[src/icf_pkg.sv]
// shared types, constants and functions of the imu complementary filter
package icf_pkg;

  localparam int unsigned CordicIterDefault = 16;

  localparam logic signed [31:0] Deg180 = 32'sd11796480;
  localparam logic signed [31:0] Deg90 = 32'sd5898240;

  localparam logic [1:0] RegGyroScale = 2'd0;
  localparam logic [1:0] RegSamplePeriod = 2'd1;
  localparam logic [1:0] RegBlendAlpha = 2'd2;

  localparam logic [31:0] GyroScaleReset = 32'd16777216;
  localparam logic [24:0] SamplePeriodReset = 25'd16777;
  localparam logic [16:0] BlendAlphaReset = 17'd64225;

  // controller to datapath commands
  typedef struct packed {
    logic load;
    logic sqrt_step;
    logic cordic_init;
    logic cordic_step;
    logic gyro_mul;
    logic gyro_acc;
    logic blend_mul;
    logic finish;
    logic [4:0] step;
    logic [1:0] axis;
  } icf_cmd_t;

  function automatic logic signed [31:0] atan_deg(input logic [4:0] i);
    logic signed [31:0] v;
    case (i)
      5'd0: v = 32'sd2949120;
      5'd1: v = 32'sd1740967;
      5'd2: v = 32'sd919879;
      5'd3: v = 32'sd466945;
      5'd4: v = 32'sd234379;
      5'd5: v = 32'sd117304;
      5'd6: v = 32'sd58666;
      5'd7: v = 32'sd29335;
      5'd8: v = 32'sd14668;
      5'd9: v = 32'sd7334;
      5'd10: v = 32'sd3667;
      5'd11: v = 32'sd1833;
      5'd12: v = 32'sd917;
      5'd13: v = 32'sd458;
      5'd14: v = 32'sd229;
      5'd15: v = 32'sd115;
      5'd16: v = 32'sd57;
      5'd17: v = 32'sd29;
      5'd18: v = 32'sd14;
      5'd19: v = 32'sd7;
      5'd20: v = 32'sd4;
      5'd21: v = 32'sd2;
      5'd22: v = 32'sd1;
      default: v = 32'sd0;
    endcase
    return v;
  endfunction

endpackage

[src/icf_ctrl.sv]
// sequencer that walks one sample through sqrt, cordic, gyro and blend steps
module icf_ctrl #(
  parameter int unsigned CordicIterations = icf_pkg::CordicIterDefault
) (
  input  logic               clk_i,
  input  logic               rst_ni,
  input  logic               in_valid_i,
  output logic               in_ready_o,
  output logic               out_valid_o,
  input  logic               out_ready_i,
  output icf_pkg::icf_cmd_t  cmd_o
);

  typedef enum logic [6:0] {
    StIdle   = 7'b0000001,
    StSqrt   = 7'b0000010,
    StCInit  = 7'b0000100,
    StCordic = 7'b0001000,
    StGyro   = 7'b0010000,
    StBlend  = 7'b0100000,
    StOut    = 7'b1000000
  } state_e;

  localparam int unsigned CordicLast = CordicIterations - 1;

  state_e state_q, state_d;
  logic [4:0] step_q, step_d;
  logic [1:0] sub_q, sub_d;
  logic out_valid_q, out_valid_d;

  // free when result taken or leaving this cycle
  logic out_free;
  assign out_free = !out_valid_q || out_ready_i;

  always_comb begin
    state_d = state_q;
    step_d = step_q;
    sub_d = sub_q;
    out_valid_d = out_valid_q && !out_ready_i;
    cmd_o = '0;
    cmd_o.step = step_q;
    cmd_o.axis = sub_q;
    in_ready_o = 1'b0;
    case (state_q)
      StIdle: begin
        in_ready_o = 1'b1;
        if (in_valid_i) begin
          cmd_o.load = 1'b1;
          state_d = StSqrt;
          step_d = 5'd15;
        end
      end
      StSqrt: begin
        cmd_o.sqrt_step = 1'b1;
        step_d = step_q - 5'd1;
        if (step_q == 5'd0) begin
          state_d = StCInit;
          step_d = '0;
        end
      end
      StCInit: begin
        cmd_o.cordic_init = 1'b1;
        state_d = StCordic;
      end
      StCordic: begin
        cmd_o.cordic_step = 1'b1;
        step_d = step_q + 5'd1;
        if (step_q == 5'(CordicLast)) begin
          state_d = StGyro;
          step_d = '0;
          sub_d = '0;
        end
      end
      StGyro: begin
        // step 0 multiply, step 1 accumulate, per axis
        if (step_q == 5'd0) begin
          cmd_o.gyro_mul = 1'b1;
          step_d = 5'd1;
        end else begin
          cmd_o.gyro_acc = 1'b1;
          step_d = 5'd0;
          sub_d = sub_q + 2'd1;
          if (sub_q == 2'd2) begin
            state_d = StBlend;
            sub_d = '0;
          end
        end
      end
      StBlend: begin
        cmd_o.blend_mul = 1'b1;
        sub_d = sub_q + 2'd1;
        if (sub_q == 2'd1) begin
          state_d = StOut;
          sub_d = '0;
        end
      end
      StOut: begin
        if (out_free) begin
          cmd_o.finish = 1'b1;
          out_valid_d = 1'b1;
          state_d = StIdle;
        end
      end
      default: state_d = StIdle;
    endcase
  end

  assign out_valid_o = out_valid_q;

  always_ff @(posedge clk_i or negedge rst_ni) begin
    if (!rst_ni) begin
      state_q <= StIdle;
      step_q <= '0;
      sub_q <= '0;
      out_valid_q <= 1'b0;
    end else begin
      state_q <= state_d;
      step_q <= step_d;
      sub_q <= sub_d;
      out_valid_q <= out_valid_d;
    end
  end

endmodule

[config.mk]
export PLATFORM = sky130hd
export DESIGN_NAME = icf_ctrl
export DESIGN_NICKNAME = d
export VERILOG_FILES = /design/src/icf_pkg.sv /design/src/icf_ctrl.sv
export SDC_FILE = /design/constraint.sdc
export NUM_CORES = 1
export LEC_CHECK = 0
export BUFFER_PORTS_ARGS = -buffer_cell sky130_fd_sc_hd__buf_2
export CAP_MARGIN = 20
export CORE_MARGIN = 1.5
export CORE_UTILIZATION = 53
export DETAILED_ROUTE_END_ITERATION = 8
export PLACE_DENSITY = 0.87
export SETUP_SLACK_MARGIN = 0.2
export SLEW_MARGIN = 20
export SYNTH_ARGS = -nofsm -noshare
export SYNTH_HDL_FRONTEND = slang
export SYNTH_SLANG_ARGS = --single-unit
[constraint.sdc]
create_clock -name clk_i -period 2.4 [get_ports clk_i]
set_clock_uncertainty 0.15 [all_clocks]
set_input_delay 0.12 -clock clk_i [delete_from_list [all_inputs] [get_ports clk_i]]
set_output_delay 0.12 -clock clk_i [all_outputs]
set_load 0.02 [all_outputs]
==> flow_summary.yaml <==
setup_path:
  path_delay_family: "simple AND/OR/NAND/NOR gates"
  crit_slowest_cell: "or4_4"
  crit_fanout: 8
  critPathLaunchType: "register"
  crit_type: "register to output port"
  worstPathRequired_ns: 2.13
  arrival_ns: 1.89
  cpPeakStageDelay_ns: 0.54
  path_cells: "or4_4, or3_4, clkinv_4, buf_2"
  cp.buffers_inverters: 2
  cp-end-kind: "output port"
routing:
  drt-initial-drc-count: 45
  routed_via_density: 6.03
  drtAntennaViolNets: 0
  finalWirelength_mm: 2.47
  wl_per_cell_um: 14.4
  drc: 0
  vias: 1031
  first_pass_iters: 4
synth:
  syn_inst: 121
  ys_seq_area_share_pct: 36.2
  synth-seq-cells: 15
  syn_avg_cell_area_um2: 8.59
  yosysUniqueCellTypes: 46
  synthArstFlopShare_pct: 100
  synth_area_um2: 1040
  synth_top_cell_area_share_pct: 33.7
  ys.flop_type: "dfrtp_1"
  yosys.area.top_type: "dfrtp_1"
  synth-edff-count: 0
  synth_warnings: 0
  yosys-top-cells-area: "dfrtp_1 34%, nor2_1 4.7%, o21ai_0 4.3%, inv_1 4.0%, dfstp_2 2.5%"
  syn_nets: 127
timing:
  setup-tns-final_ns: 0
  period_share_pct: 89.8
  hold_slack_ns: 0.0947
  slew_headroom_pct: 59.6
  rsz0062_at_grt: "false"
  tightest_slew_ns: 0.605
  hold_viol: 0
  slew_violations: 0
  max_freq_ghz: 0.464
  layout_min_cycle_time_ns: 2.16
  finalSetupViolations: 0
global_routing:
  track_usage_pct: 24.8
  grt_pass1_wl_mm: 3.82
  grt_pass1_vias: 819
  antenna_found_initial: 0
  grt_max_degree: 16
  overflow: 0
place:
  portBuffers: 20
  hpwl_mm: 1.82
  post_dp_cell_area_um2: 1160
  place.gp.congestion: 0.842
clock_tree:
  cts_made_buffers: 3
  cts_tree: "built"
  root_buffer: "clkbuf_4"
  cts.clk_slew.worst_paths_ns: 0.09
  ctsLongestPathBuffers: 2
  cts_max_level: 1
  clkLatencyLatePin_ns: 0.30
  cts.sinks: 15
  post_cts_buffers: 0
power:
  leakagePower_nw: 0.602
  power.density_nw_per_um2: 1200
  vdd_ir_drop_max_mv: 0.730
final_layout:
  area_growth_syn_to_layout_pct: 19.9
  layout_commonest_cell: "buf_2"
  stdcell_area_um2: 1250
  mostFrequentLayoutCells: "20 x buf_2, 13 x nor2_1, 12 x dfrtp_1, 11 x inv_1, 9 x o21ai_0"
  multi_input_area_um2: 614
  diodes: 0
  n_fill_cell: 147
  layout-drive-gt1-share_pct: 27.4
  nets: 153
  regArea_um2: 379
  final_core_util_pct: 69.9
min_path:
  min_path_type: "input port to asynchronous set/reset pin"
floorplan:
  fp.dieH_um: 47.3
  core_area_um2: 1780
  start_util_pct: 58.3
  num_rows: 15
  die-area_um2: 2240
  die_w_um: 47.3
  ios: 21
outcome:
  outcome: "finished, final reports clean"
run:
  maxCapViolations: 0
-- per-layer routing --
layer	vias to the layer above	wire length [um]	global-route usage [%]	share of wire, %
li1	489	-	-	-
met1	499	1110	35.6	45
met2	39	1180	37.6	48
met3	4	155	3.46	6.3
met4	0	29	9.44	1.2
met5	-	0	0	0
-- what timing repair did --
item | CTS | global route
setup endpoints to repair | 1 | 6
hold endpoints to repair | 17 | 0
pin swaps | 0 | 3
hold buffers | 3 | 0
resized for setup | 1 | 5
-- cells in the mapped netlist (all sizes together) (3+ instances only) --
cell    count
nand2b      4
nand2       6
nor2       13
nor2b       3
o31ai       3
a21oi       3
inv        11
nor3        3
dfrtp      14
nand3       4
o22ai       3
or3         4
o21ai      10
-- power breakdown --
| group | internal [W] | total, W | switching, W |
|---|---|---|---|
| clock | 0.0000649 | 0.000155 | 0.0000901 |
| sequential | 0.000345 | 0.000500 | 0.000155 |
| combinational | 0.000356 | 0.000842 | 0.000485 |
-- through the flow --
| step | instances | setup WS [ns] | power [W] |
|---|---|---|---|
| finish | 171 | 0.244 | 0.00150 |
| detailed placement | 164 | 0.256 | 0.00130 |
| global placement | 164 | 0.331 | 0.00126 |
| CTS | 171 | 0.211 | 0.00146 |
| floorplan | 121 | 0.348 | 0.00109 |
| global route | 171 | 0.208 | 0.00161 |
-- path summary, 6_finish.rpt --
kind                               end  depth (start not counted)  slack [ns]         from
setup / recovery              cmd_o[8]                          4        0.24   state_q[1]
hold / removal                sub_q[1]                          2        0.09       rst_ni
setup reg to reg            state_q[4]                          5        0.33   state_q[4]
hold reg to reg               sub_q[0]                          1        0.43     sub_q[0]
max in group asynchronous   state_q[0]                          2        1.70       rst_ni
min in group clk_i         out_valid_o                          3        0.42  out_ready_i
-- state kept, by name, summed over array words and instances (netlist names) --
register / flops
step_q: 5
out_valid_o: 1
sub_q: 2
state_q: 7
-- area by class of cell --
cell class	count	share of cell area [%]
Sequential cell	15	30.4
Clock buffer	4	2.11
Timing Repair Buffer	25	11.6
Inverter	12	4.02
Tap cell	25	2.51
Multi-Input combinational cell	90	49.3
-- logic make-up (layout without fill, tap and decap cells) --
| kind of cell | Yosys count | count (layout) | synth area share (%) |
|---|---|---|---|
| xor+xnor | 1 | 1 | 0.843 |
| fa+ha+maj | 2 | 2 | 2.41 |
| flops | 15 | 15 | 36.2 |
| buf+inv | 16 | 41 | 6.98 |
| compound gates | 30 | 30 | 19.0 |
| mux | 3 | 3 | 3.01 |
| simple gates | 54 | 54 | 31.5 |
No activity file was read; power rests on OpenSTA's default activity.
